**src/sv/combined_lcg_shuffle_rng_defines.svh**
```systemverilog
// Assertion macros shared by the generator's RTL modules.
// Needs signals named clk and rst in the scope of each use.
`ifndef COMBINED_LCG_SHUFFLE_RNG_DEFINES_SVH
`define COMBINED_LCG_SHUFFLE_RNG_DEFINES_SVH

// Consequent checked in the same cycle as the antecedent.
`define CLSR_ASSERT_NOW(label, ante, cons, msg) \
  label: assert property (@(posedge clk) disable iff (rst) (ante) |-> (cons)) \
    else $error(msg);

// Consequent checked in the cycle after the antecedent.
`define CLSR_ASSERT_NEXT(label, ante, cons, msg) \
  label: assert property (@(posedge clk) disable iff (rst) (ante) |=> (cons)) \
    else $error(msg);

`endif

```
**src/sv/clsr_pkg.sv**
```systemverilog
// Constants and controller/datapath command types for the combined generator.
// No dependencies; used by every other file of the block but the macro header.
package clsr_pkg;

  localparam int WORD_W = 31;
  localparam int PROD_W = 47;
  localparam int WARMUP_EXTRA = 8;

  localparam logic [31:0] MOD_ONE      = 32'd2147483563;
  localparam logic [31:0] MOD_TWO      = 32'd2147483399;
  localparam logic [31:0] MOD_ONE_LESS = 32'd2147483562;
  localparam logic [15:0] MUL_ONE      = 16'd40014;
  localparam logic [15:0] MUL_TWO      = 16'd40692;
  // 2^31 mod each modulus, used to fold the high part of a product.
  localparam logic [7:0]  FOLD_ONE     = 8'd85;
  localparam logic [7:0]  FOLD_TWO     = 8'd249;
  localparam logic [WORD_W-1:0] SECOND_RESET = 31'd123456789;

  typedef logic [WORD_W-1:0] word_t;

  typedef struct packed {
    logic load_seed;
    logic mul_start;
    logic load_first;
    logic load_second;
    logic warm_write;
    logic word_from_gen;
    logic div_start;
    logic mem_read;
    logic finish;
  } clsr_cmd_t;

  typedef struct packed {
    logic mul_done;
    logic div_busy;
  } clsr_stat_t;

endpackage

```
**src/sv/clsr_if.sv**
```systemverilog
// Handshake interfaces for the request and result channels.
// Depends on clsr_pkg for the payload type.
interface clsr_req_if;
  import clsr_pkg::*;
  logic  valid;
  logic  ready;
  logic  op;
  word_t seed;
  modport source (output valid, output op, output seed, input ready);
  modport sink (input valid, input op, input seed, output ready);
endinterface

interface clsr_rsp_if;
  import clsr_pkg::*;
  logic  valid;
  logic  ready;
  word_t deviate;
  modport source (output valid, output deviate, input ready);
  modport sink (input valid, input deviate, output ready);
endinterface

```
**src/sv/clsr_mulmod.sv**
```systemverilog
// Two constant modular multipliers run in lockstep, three register stages.
// Depends on clsr_pkg for the multipliers, moduli and fold constants.
module clsr_mulmod (
  input  logic                 clk,
  input  logic                 rst,
  input  logic                 start,
  input  clsr_pkg::word_t      x1,
  input  clsr_pkg::word_t      x2,
  output logic                 done,
  output clsr_pkg::word_t      r1,
  output clsr_pkg::word_t      r2
);
  import clsr_pkg::*;

  logic [PROD_W-1:0] p1;
  logic [PROD_W-1:0] p2;
  logic [31:0]       s1;
  logic [31:0]       s2;
  logic              v1;
  logic              v2;
  logic              v3;

  always_ff @(posedge clk) begin
    if (rst) begin
      v1 <= 1'b0;
      v2 <= 1'b0;
      v3 <= 1'b0;
    end else begin
      v1 <= start;
      v2 <= v1;
      v3 <= v2;
    end
  end

  // Product = hi * 2^31 + lo, and 2^31 is congruent to the fold constant.
  // The folded sum stays below twice the modulus, so one subtraction ends it.
  always_ff @(posedge clk) begin
    p1 <= PROD_W'(x1) * PROD_W'(MUL_ONE);
    p2 <= PROD_W'(x2) * PROD_W'(MUL_TWO);
    s1 <= 32'(p1[WORD_W-1:0]) + 32'(p1[PROD_W-1:WORD_W]) * 32'(FOLD_ONE);
    s2 <= 32'(p2[WORD_W-1:0]) + 32'(p2[PROD_W-1:WORD_W]) * 32'(FOLD_TWO);
    r1 <= (s1 >= MOD_ONE) ? WORD_W'(s1 - MOD_ONE) : s1[WORD_W-1:0];
    r2 <= (s2 >= MOD_TWO) ? WORD_W'(s2 - MOD_TWO) : s2[WORD_W-1:0];
  end

  assign done = v3;

endmodule

```
**src/sv/clsr_datapath.sv**
```systemverilog
// Datapath: generator registers, shuffle table memory, slot divider, combiner.
// Depends on clsr_pkg, clsr_mulmod and the assertion macro header.
`include "combined_lcg_shuffle_rng_defines.svh"

module clsr_datapath #(
  parameter int TABLE_DEPTH = 32
) (
  input  logic                             clk,
  input  logic                             rst,
  input  clsr_pkg::clsr_cmd_t              cmd,
  input  logic [$clog2(TABLE_DEPTH)-1:0]   warm_idx,
  input  clsr_pkg::word_t                  seed,
  output clsr_pkg::clsr_stat_t             stat,
  output clsr_pkg::word_t                  deviate
);
  import clsr_pkg::*;

  localparam int IW = $clog2(TABLE_DEPTH);
  localparam int RW = IW + 1;
  localparam int PW = WORD_W + RW;
  localparam logic [31:0] SLOT_DIV   = 32'(MOD_ONE_LESS / 32'(TABLE_DEPTH)) + 32'd1;
  localparam logic [32:0] SPAN_FULL  = 33'h0_8000_0000;
  localparam logic [RW-1:0] RECIP    = RW'(SPAN_FULL / 33'(SLOT_DIV));

  word_t             first_gen;
  word_t             second_gen;
  word_t             shuffle_word;
  word_t             mem [TABLE_DEPTH];
  logic [TABLE_DEPTH-1:0] valid;
  word_t             rd_data;
  logic              rd_valid;

  word_t             div_word;
  logic [RW-1:0]     q_est;
  logic [PW-1:0]     q_prod;
  logic [RW-1:0]     q_inc;
  logic [31:0]       q_thr;
  logic [RW-1:0]     q_fix;
  logic [IW-1:0]     slot;
  logic              div_busy;

  logic              mul_done;
  word_t             r1;
  word_t             r2;
  word_t             seed_fix;

  logic              wr_en;
  logic [IW-1:0]     wr_addr;
  word_t             wr_data;
  word_t             entry;
  logic [31:0]       combo;

  clsr_mulmod u_mulmod (
    .clk   (clk),
    .rst   (rst),
    .start (cmd.mul_start),
    .x1    (first_gen),
    .x2    (second_gen),
    .done  (mul_done),
    .r1    (r1),
    .r2    (r2)
  );

  assign seed_fix = (seed == '0) ? WORD_W'(1) : seed;

  // Entry minus second generator, wrapped into 1..2147483562.
  always_comb begin
    entry = rd_valid ? rd_data : '0;
    if (entry > second_gen) begin
      combo = 32'(entry) - 32'(second_gen);
    end else begin
      combo = 32'(entry) + MOD_ONE_LESS - 32'(second_gen);
    end
  end

  always_ff @(posedge clk) begin
    if (rst) begin
      first_gen    <= WORD_W'(1);
      second_gen   <= SECOND_RESET;
      shuffle_word <= '0;
    end else begin
      if (cmd.load_seed) begin
        first_gen  <= seed_fix;
        second_gen <= seed_fix;
      end
      if (cmd.load_first) begin
        first_gen <= r1;
      end
      if (cmd.load_second) begin
        second_gen <= r2;
      end
      if (cmd.word_from_gen) begin
        shuffle_word <= r1;
      end else if (cmd.finish) begin
        shuffle_word <= combo[WORD_W-1:0];
      end
    end
  end

  always_ff @(posedge clk) begin
    if (cmd.finish) begin
      deviate <= combo[WORD_W-1:0];
    end
  end

  // Shuffle table: one write port, one registered read port.
  assign wr_en   = cmd.warm_write || cmd.finish;
  assign wr_addr = cmd.finish ? slot : warm_idx;
  assign wr_data = cmd.finish ? first_gen : r1;

  always_ff @(posedge clk) begin
    if (wr_en) begin
      mem[wr_addr] <= wr_data;
    end
    if (cmd.mem_read) begin
      rd_data <= mem[slot];
    end
  end

  // An entry never written since reset reads as zero.
  always_ff @(posedge clk) begin
    if (rst) begin
      valid    <= '0;
      rd_valid <= 1'b0;
    end else begin
      if (wr_en) begin
        valid[wr_addr] <= 1'b1;
      end
      if (cmd.mem_read) begin
        rd_valid <= valid[slot];
      end
    end
  end

  // Slot divide. The reciprocal multiply, registered into q_est, gives the
  // quotient or one less; while div_busy the next multiple of the divisor is
  // checked and the result, clamped to the last table entry, goes into slot.
  assign q_prod = PW'(shuffle_word) * PW'(RECIP);
  assign q_inc  = q_est + RW'(1);
  assign q_thr  = 32'(q_inc) * SLOT_DIV;
  assign q_fix  = (32'(div_word) >= q_thr) ? q_inc : q_est;

  always_ff @(posedge clk) begin
    if (rst) begin
      div_busy <= 1'b0;
      slot     <= '0;
      q_est    <= '0;
      div_word <= '0;
    end else if (cmd.div_start) begin
      div_word <= shuffle_word;
      q_est    <= q_prod[PW-1:WORD_W];
      div_busy <= 1'b1;
    end else if (div_busy) begin
      if (32'(q_fix) >= 32'(TABLE_DEPTH)) begin
        slot <= IW'(TABLE_DEPTH - 1);
      end else begin
        slot <= q_fix[IW-1:0];
      end
      div_busy <= 1'b0;
    end
  end

  assign stat.mul_done = mul_done;
  assign stat.div_busy = div_busy;

  `CLSR_ASSERT_NEXT(a_deviate_range, cmd.finish, deviate != '0 && 32'(deviate) <= MOD_ONE_LESS, "deviate out of range")
  `CLSR_ASSERT_NOW(a_slot_range, !div_busy, 32'(slot) < 32'(TABLE_DEPTH), "slot beyond table")
  `CLSR_ASSERT_NOW(a_mulmod_reduced, mul_done, 32'(r1) < MOD_ONE && 32'(r2) < MOD_TWO, "mulmod not reduced")

endmodule

```
**src/sv/clsr_ctrl.sv**
```systemverilog
// Controller: sequences reseed warm-up and draws, owns both handshakes.
// Depends on clsr_pkg and the assertion macro header.
`include "combined_lcg_shuffle_rng_defines.svh"

module clsr_ctrl #(
  parameter int TABLE_DEPTH = 32
) (
  input  logic                             clk,
  input  logic                             rst,
  input  logic                             req_valid,
  input  logic                             req_op,
  output logic                             req_ready,
  output logic                             rsp_valid,
  input  logic                             rsp_ready,
  input  clsr_pkg::clsr_stat_t             stat,
  output clsr_pkg::clsr_cmd_t              cmd,
  output logic [$clog2(TABLE_DEPTH)-1:0]   warm_idx
);
  import clsr_pkg::*;

  localparam int IW  = $clog2(TABLE_DEPTH);
  localparam int WCW = $clog2(TABLE_DEPTH + WARMUP_EXTRA);
  localparam logic [WCW-1:0] WARM_FIRST = WCW'(TABLE_DEPTH + WARMUP_EXTRA - 1);

  typedef enum logic [2:0] {
    IDLE,
    WARM_MUL,
    WARM_WAIT,
    DRAW_START,
    DRAW_WAIT,
    DIV_WAIT,
    READ,
    FINISH
  } state_t;

  state_t         state;
  state_t         state_next;
  logic [WCW-1:0] warm_cnt;
  logic           accept;
  logic           warm_keep;

  assign req_ready = (state == IDLE);
  assign accept    = req_valid && req_ready;
  assign warm_idx  = warm_cnt[IW-1:0];
  assign warm_keep = warm_cnt < WCW'(TABLE_DEPTH);

  always_comb begin
    cmd        = '0;
    state_next = state;
    case (state)
      IDLE: begin
        if (accept) begin
          if (req_op) begin
            cmd.load_seed = 1'b1;
            state_next    = WARM_MUL;
          end else begin
            cmd.mul_start = 1'b1;
            cmd.div_start = 1'b1;
            state_next    = DRAW_WAIT;
          end
        end
      end
      WARM_MUL: begin
        cmd.mul_start = 1'b1;
        state_next    = WARM_WAIT;
      end
      WARM_WAIT: begin
        if (stat.mul_done) begin
          cmd.load_first = 1'b1;
          cmd.warm_write = warm_keep;
          if (warm_cnt == '0) begin
            cmd.word_from_gen = 1'b1;
            state_next        = DRAW_START;
          end else begin
            state_next = WARM_MUL;
          end
        end
      end
      DRAW_START: begin
        cmd.mul_start = 1'b1;
        cmd.div_start = 1'b1;
        state_next    = DRAW_WAIT;
      end
      DRAW_WAIT: begin
        if (stat.mul_done) begin
          cmd.load_first  = 1'b1;
          cmd.load_second = 1'b1;
          state_next      = DIV_WAIT;
        end
      end
      DIV_WAIT: begin
        if (!stat.div_busy) begin
          cmd.mem_read = 1'b1;
          state_next   = READ;
        end
      end
      READ: begin
        state_next = FINISH;
      end
      FINISH: begin
        if (!rsp_valid || rsp_ready) begin
          cmd.finish = 1'b1;
          state_next = IDLE;
        end
      end
      default: begin
        state_next = IDLE;
      end
    endcase
  end

  always_ff @(posedge clk) begin
    if (rst) begin
      state     <= IDLE;
      warm_cnt  <= '0;
      rsp_valid <= 1'b0;
    end else begin
      state <= state_next;
      if (cmd.load_seed) begin
        warm_cnt <= WARM_FIRST;
      end else if (state == WARM_WAIT && stat.mul_done && warm_cnt != '0) begin
        warm_cnt <= warm_cnt - WCW'(1);
      end
      if (cmd.finish) begin
        rsp_valid <= 1'b1;
      end else if (rsp_ready) begin
        rsp_valid <= 1'b0;
      end
    end
  end

  `CLSR_ASSERT_NOW(a_mul_done_expected, stat.mul_done, state == WARM_WAIT || state == DRAW_WAIT, "multiplier result arrived unexpectedly")
  `CLSR_ASSERT_NOW(a_no_result_overwrite, cmd.finish, !rsp_valid || rsp_ready, "pending result overwritten")
  `CLSR_ASSERT_NEXT(a_one_at_a_time, accept, !req_ready, "second transaction taken while busy")

endmodule

```
**src/sv/combined_lcg_shuffle_rng.sv**
```systemverilog
// Top level of the combined congruential generator with shuffle table.
// Depends on clsr_pkg, clsr_if, clsr_ctrl and clsr_datapath.
//
//   channel | direction | payload
//   req     | in        | op (draw / reseed then draw), seed
//   rsp     | out       | deviate
//
// A draw starts the modular multipliers, three register stages, and the slot
// divide together; the divide runs under the multiply, then the table is read,
// the entry combined and rsp.valid raised; a draw ends before a new one is taken.
// A reseed first runs TABLE_DEPTH + 8 warm-up steps, one multiply each, then a draw.
// Synchronous reset restores the generators and marks every table entry zero.
// A new transaction is taken while a finished result still waits on rsp; its
// result then holds in the last step until the waiting one is accepted.
module combined_lcg_shuffle_rng #(
  parameter int TABLE_DEPTH = 32
) (
  input  logic       clk,
  input  logic       rst,
  clsr_req_if.sink   req,
  clsr_rsp_if.source rsp
);
  import clsr_pkg::*;

  clsr_cmd_t                      cmd;
  clsr_stat_t                     stat;
  logic [$clog2(TABLE_DEPTH)-1:0] warm_idx;

  clsr_ctrl #(
    .TABLE_DEPTH (TABLE_DEPTH)
  ) u_ctrl (
    .clk       (clk),
    .rst       (rst),
    .req_valid (req.valid),
    .req_op    (req.op),
    .req_ready (req.ready),
    .rsp_valid (rsp.valid),
    .rsp_ready (rsp.ready),
    .stat      (stat),
    .cmd       (cmd),
    .warm_idx  (warm_idx)
  );

  clsr_datapath #(
    .TABLE_DEPTH (TABLE_DEPTH)
  ) u_datapath (
    .clk      (clk),
    .rst      (rst),
    .cmd      (cmd),
    .warm_idx (warm_idx),
    .seed     (req.seed),
    .stat     (stat),
    .deviate  (rsp.deviate)
  );

endmodule
```
**src/flat_wrapper.sv**
```systemverilog
// flat-port wrapper written by rule: the top's interface ports become plain ports
module combined_lcg_shuffle_rng_flat import clsr_pkg::*;
#(
  parameter int TABLE_DEPTH = 32
)
  (clk, rst, req_valid, req_op, req_seed, req_ready, rsp_valid, rsp_deviate, rsp_ready);
  clsr_req_if req_i ();
  clsr_rsp_if rsp_i ();
  input  logic clk;
  input  logic rst;
  input wire logic [$bits(req_i.valid)-1:0] req_valid;
  input wire logic [$bits(req_i.op)-1:0] req_op;
  input wire logic [$bits(req_i.seed)-1:0] req_seed;
  output wire logic [$bits(req_i.ready)-1:0] req_ready;
  output wire logic [$bits(rsp_i.valid)-1:0] rsp_valid;
  output wire logic [$bits(rsp_i.deviate)-1:0] rsp_deviate;
  input wire logic [$bits(rsp_i.ready)-1:0] rsp_ready;
  assign req_i.valid = req_valid;
  assign req_i.op = req_op;
  assign req_i.seed = req_seed;
  assign req_ready = req_i.ready;
  assign rsp_valid = rsp_i.valid;
  assign rsp_deviate = rsp_i.deviate;
  assign rsp_i.ready = rsp_ready;
  combined_lcg_shuffle_rng #(.TABLE_DEPTH(TABLE_DEPTH)) u_core (.clk(clk), .rst(rst), .req(req_i), .rsp(rsp_i));
endmodule
```
**config.mk**
```make
export PLATFORM = sky130hd
export DESIGN_NAME = combined_lcg_shuffle_rng_flat
export DESIGN_NICKNAME = d
export VERILOG_FILES = /design/src/sv/clsr_pkg.sv /design/src/sv/clsr_if.sv /design/src/sv/clsr_mulmod.sv /design/src/sv/clsr_datapath.sv /design/src/sv/clsr_ctrl.sv /design/src/sv/combined_lcg_shuffle_rng.sv /design/src/flat_wrapper.sv
export VERILOG_INCLUDE_DIRS = /design/src /design/src/sv
export SDC_FILE = /design/constraint.sdc
export NUM_CORES = 2
export LEC_CHECK = 0
export BUFFER_PORTS_ARGS = -buffer_cell sky130_fd_sc_hd__buf_2
export CORE_MARGIN = 10
export CORE_UTILIZATION = 60
export DETAILED_ROUTE_END_ITERATION = 12
export GPL_ROUTABILITY_DRIVEN = 0
export GPL_TIMING_DRIVEN = 0
export PLACE_DENSITY = 0.76
export SLEW_MARGIN = 15
export SYNTH_ARGS = -nofsm -noshare
export SYNTH_HDL_FRONTEND = slang
export SYNTH_HIERARCHICAL = 1
export SYNTH_SLANG_ARGS = --single-unit
```
**constraint.sdc**
```tcl
create_clock -name clk -period 9.8 [get_ports clk]
set_clock_uncertainty 0.05 [all_clocks]
set_input_delay 1.96 -clock clk [delete_from_list [all_inputs] [get_ports clk]]
set_output_delay 1.96 -clock clk [all_outputs]
set_load 0.05 [all_outputs]
```
# After elaboration in Yosys (flattened, before gate mapping)
# Memories as Yosys holds them, arrays and structs flattened. A register that Yosys moved wholly into a read port is not among the register bits.
# Index checks and enable logic that the tools add are counted.
[totals]
reg_bits = 429
ram_bits = 992
input_bits = 36
out_inout_bits = 33
word_cells = 132
memories = 1
[op_classes]
n_addsub = 9
mul = 5
n_lt_le_gt_ge = 9
eq_ne = 12
n_mux = 51
bitwise_logic = 2
n_reduce_logical = 20
[memory_table]
columns = ["memory", "depth", "width", "rd", "rd_ports_with_merged_regs", "write_ports", "line", "source"]
rows = [
  ["u_core.u_datapath.mem", 32, 31, 1, 1, 1, "clsr_datapath.sv:28", "word_t mem [TABLE_DEPTH];"],
]
[ops]
columns = ["cell", "n"]
rows = [
  ["$mux W31", 11],
  ["$ge A32 B31 Y1 const B", 2],
  ["$sub A31 B31 Y31", 2],
  ["$sub A31 B31 Y31 const B", 2],
  ["$mul A31 B15 Y46 const B", 1],
  ["$mul A31 B14 Y45 const B", 1],
  ["$add A31 B23 Y32", 1],
  ["$add A31 B24 Y32", 1],
  ["$ge A31 B32 Y1", 1],
  ["$or A32 B32 Y32", 1],
  ["$add A31 B31 Y31 const B", 1],
  ["$gt A31 B31 Y1", 1],
  ["$logic_not A31 Y1", 1],
  ["$mul A6 B25 Y31 const B", 1],
  ["$mul A16 B8 Y24 const B", 1],
  ["$pmux W3 S8", 1],
  ["$mul A16 B7 Y23 const B", 1],
  ["$mux W1", 18],
  ["$mux W3", 6],
  ["$mux W6", 3],
  ["$eq A3 B3 Y1 const B", 4],
  ["$lt A5 B6 Y1 const B", 2],
  ["$mux W2", 5],
  ["$mux W5", 2],
  ["23 further kinds", 38],
]

# Logic depth before layout (Yosys ltp)
[depth]
depth_word = 10
mapped_depth = 31
mapped_depth_nobuf = 30

# Hierarchy
# Netlist, hierarchy kept.
[by_module_without_submodules]
columns = ["module", "n_inst", "cells_per_inst", "area_per_inst_um2", "seq_area_each_um2"]
rows = [
  ["clsr_datapath", 1, 3204, 52780.6, 34913.5],
  ["clsr_mulmod", 1, 2696, 27363.7, 4404.2],
  ["clsr_ctrl", 1, 90, 773.2, 200.2],
]

# Worst setup path before layout
# No wires, ideal clock.
[synth_path]
kind = "register to register"
startpoint = "reg u_core.u_datapath.div_word[26]"
endpoint = "reg u_core.u_datapath.slot[2]"
setup_time_ns = 0.117
t_arrival_ns = 6.316
required_time_ns = 9.633
setup_slack_ns = 3.316
path_stages_with_launch = 31
n_path_buf = 1
cell_sequence = "dfxtp_1 > clkbuf_1 > inv_1 > ha_1 > inv_1 > ha_1 > xnor2_1 > inv_1 > fa_1 > fa_1 > inv_1 > ha_1 > a21oi_1 > o21bai_1 > a21o_1 > a21o_1 > a21o_1 > a21oi_1 > o21ai_0 > a21oi_1 > xor2_1 > ha_1 > nand3_1 > nor2_1 > nand3_1 > nor4_1 > o221ai_1 > o21ai_0 > nand2_1 > or4_1 > a32o_1"
[synth_via]
elab_chain_len = 4
[synth_rtl]
columns = ["element", "line", "source"]
rows = [
  ["from (decl)", "clsr_datapath.sv:33", "word_t div_word;"],
  ["from (signal assigned)", "clsr_datapath.sv:150", "div_word <= shuffle_word;"],
  ["$ge A31 B32 Y1 *", "clsr_datapath.sv:141", "assign q_fix = (32'(div_word) >= q_thr) ? q_inc : q_est;"],
  ["$mux W6 *", "clsr_datapath.sv:141", ""],
  ["$ge A6 B6 Y1", "clsr_datapath.sv:154", "if (32'(q_fix) >= 32'(TABLE_DEPTH)) begin"],
  ["$mux W5 *", "clsr_datapath.sv:154", ""],
  ["to (signal assigned)", "clsr_datapath.sv:155", "slot <= IW'(TABLE_DEPTH - 1);"],
  ["to (signal assigned)", "clsr_datapath.sv:157", "slot <= q_fix[IW-1:0];"],
  ["to (decl)", "clsr_datapath.sv:39", "logic [IW-1:0] slot;"],
]
# Mark *: on every way between the ends. The rest lies on a longest branch, timed or not.
# A chain may end at the register's enable or synchronous reset.

# Worst setup path in the final report
# Same ends and word-level chain as after synthesis.

==> results.yml <==
job:
  cap_violations: 0
finish:
  nNetsFinal: 7366
  final_cell_count_no_fill: 8154
  multi_input_area_um2: 37900
  drive_gt1_share_pct: 13.4
  ff_latch_area_um2: 39500
  n_fill_cell: 8980
  fin_util_pct: 67.4
  areaGrowthSynthToFinish_pct: 11.4
status:
  status: "finished clean"
cts:
  clk_latency_ps: 850
  clk_pin_slew_ps: 70
  cts.sinks: 1447
  cts_root_buf: "clkbuf_16"
  cts-hold-fix-buffers: 0
  cts_setup_buffers: 0
  postCtsResizedCells: 0
  htree_levels: 4
  cts_inserted_buffers: 144
  cts.path.max_buffers: 3
  cts_tree: "built"
logic_synthesis:
  yosys-top-cells-area: "edfxtp_1 (39%), fa_1 (12%), dfxtp_1 (9.7%)"
  synth_top_cell_by_area: "edfxtp_1"
  syn-num-nets: 7091
  synth_ff_type: "edfxtp_1"
  synth.top_cells.by_count: "edfxtp_1 (1054), inv_1 (808), ha_1 (596)"
  synth-seq-cells: 1447
  syn_area_per_cell_um2: 13.5
  syn_inst: 5990
  async_flop_share_pct: 0
  ys_seq_area_share_pct: 48.8
  yosysMostFrequentCell: "edfxtp_1"
  synth_edf_count: 1054
  ys_types: 100
  synth_top_area_share_pct: 39.1
  syn_area_um2: 80900
  yosys_warnings: 6
placed_design:
  placedCellCount: 7886
  io_buffers: 68
  hpwl_um: 166000
  pre_cts_ws_ps: 2340
critical_path:
  r2r_cells: 30
  path_buf_inv: 5
  critPathLaunchType: "register"
  worstSetupPathType: "register to register"
  crit_family: "adder cells"
  crit_cells: 30
  crit_arrival_ps: 8310
  cp.required_ps: 10480
  max_stage_delay_ps: 520
  cp_max_fo: 9
  cp-end-kind: "register"
  regToRegSetupSlack_ps: 2170
  crit_path_top_delay_cell: "fa_1"
  r2r_start: "u_core/u_datapath/div_word[26]"
  rr_endpoint: "u_core/u_datapath/slot[2]"
grt:
  grt_pass1_vias: 53100
  grt_util_all_layers_pct: 31.1
  antenna_found_initial: 6
  grt_max_degree: 33
  grt_pass1_wl_um: 347000
  gr-total-overflow: 0
route:
  wl_um: 235000
  drtAntennaViolNets: 0
  firstDrtPassIters: 6
  drc: 0
  wl_per_cell_um: 28.8
  drt_iter0_markers: 6242
  vias: 52100
  viasPerCell: 6.39
sta:
  final.setup.tns_ps: 0
  fmax_mhz: 131
  finalCritPeriodShare_pct: 77.9
  relSlewSlack_pct: 17.3
  final.setup.worst_slack_ps: 2170
  hold_violations: 0
  min_period_ps: 7630
  drv_slew: 0
  max_slew.worst_pin.slew_ps: 1240
  rsz0062_at_grt: "no"
  setup_viol: 0
floorplanning:
  boundaryPins: 69
  initial_utilization_pct: 60.5
  die_area_um2: 150000
  die_h_um: 387
  die_x_um: 387
  std_cell_rows: 134
  coreArea_um2: 134000
hold_path:
  hp-class: "register to register"
  min_to: "u_core/u_datapath/second_gen[16]"
  worstHoldPathCells: 2
  min_from: "u_core/u_datapath/u_mulmod/r2[16]"
[per-layer routing]
metal  GRT usage [%]  wire length, µm  part of all wire (%)
met5               0               29                 0.012
met4            19.7            17300                   7.4
met3            6.89            23700                    10
met2            50.6           112000                    48
met1            37.6            82300                    35
[worst min-delay path: stages (launching register included)]
cell      delay [ps]
dfxtp_1          320
mux2i_1           70
nand2b_1          60
[cells by family after synthesis]
logic type      count (synthesis)  synth area share [%]
xor+xnor                      255                  2.76
buf+inv                       990                  4.67
flops                        1447                  48.8
simple gates                  991                  5.84
mux                           479                  11.0
fa+ha+maj                    1065                  20.8
compound gates                763                  6.08
[through the flow]
step | instance area (µm²) | hold WS (ps)
floorplan | 80900 | 309
global placement | 83500 | 370
detailed placement | 85200 | 381
CTS | 90100 | 371
global route | 90100 | 391
finish | 90100 | 363
[how the worst max path moves through the flow]
stage                                              start                       endpoint  slack [ps]
after detailed placement  u_core/u_datapath/div_word[26]      u_core/u_datapath/slot[2]        2340
after global placement                         rsp_ready  u_core/u_datapath/mem[29][13]         420
after CTS                 u_core/u_datapath/div_word[26]      u_core/u_datapath/slot[2]        2290
after floorplan           u_core/u_datapath/div_word[26]      u_core/u_datapath/slot[2]        3320
after global routing      u_core/u_datapath/div_word[26]      u_core/u_datapath/slot[2]        1620
final                     u_core/u_datapath/div_word[26]      u_core/u_datapath/slot[2]        2170
[sequential cells by signal (all words and copies together), names as in the netlist, 3 cells and up]
register	flops
u_core/u_datapath/mem	992
u_core/u_datapath/u_mulmod/p1	46
u_core/u_datapath/u_mulmod/p2	45
u_core/u_datapath/u_mulmod/s1	32
u_core/u_datapath/u_mulmod/s2	32
u_core/u_datapath/valid	32
u_core/u_datapath/deviate	31
u_core/u_datapath/div_word	31
u_core/u_datapath/first_gen	31
u_core/u_datapath/rd_data	31
u_core/u_datapath/second_gen	31
u_core/u_datapath/shuffle_word	31
u_core/u_datapath/u_mulmod/r1	31
u_core/u_datapath/u_mulmod/r2	31
u_core/u_ctrl/warm_cnt	6
u_core/u_datapath/slot	5
u_core/u_ctrl/state	3
[layout make-up]
cell class | instances | area share (%)
Clock inverter | 71 | 1.01
Timing Repair Buffer | 129 | 2.05
Inverter | 810 | 3.37
Tap cell | 1768 | 2.45
Antenna cell | 5 | 0.0139
Buffer | 180 | 0.832
Clock buffer | 191 | 4.37
Multi-Input combinational cell | 3553 | 42.1
Sequential cell | 1447 | 43.8
[layout by cell type (no fill, tap or decap), drive strengths merged, types with 104 or more instances in the layout]
master	Yosys	final
mux4	320	320
ha	596	596
a21o	104	104
fa	469	469
buf	60	182
edfxtp	1054	1054
a21oi	252	252
inv	809	818
nand2	218	218
dfxtp	393	393
clkbuf	120	318
xnor2	183	183
nor2	386	386
o21ai	153	153
Power is not shown: default switching activity piles up to over one toggle a cycle in this logic, so the estimate is an artifact.
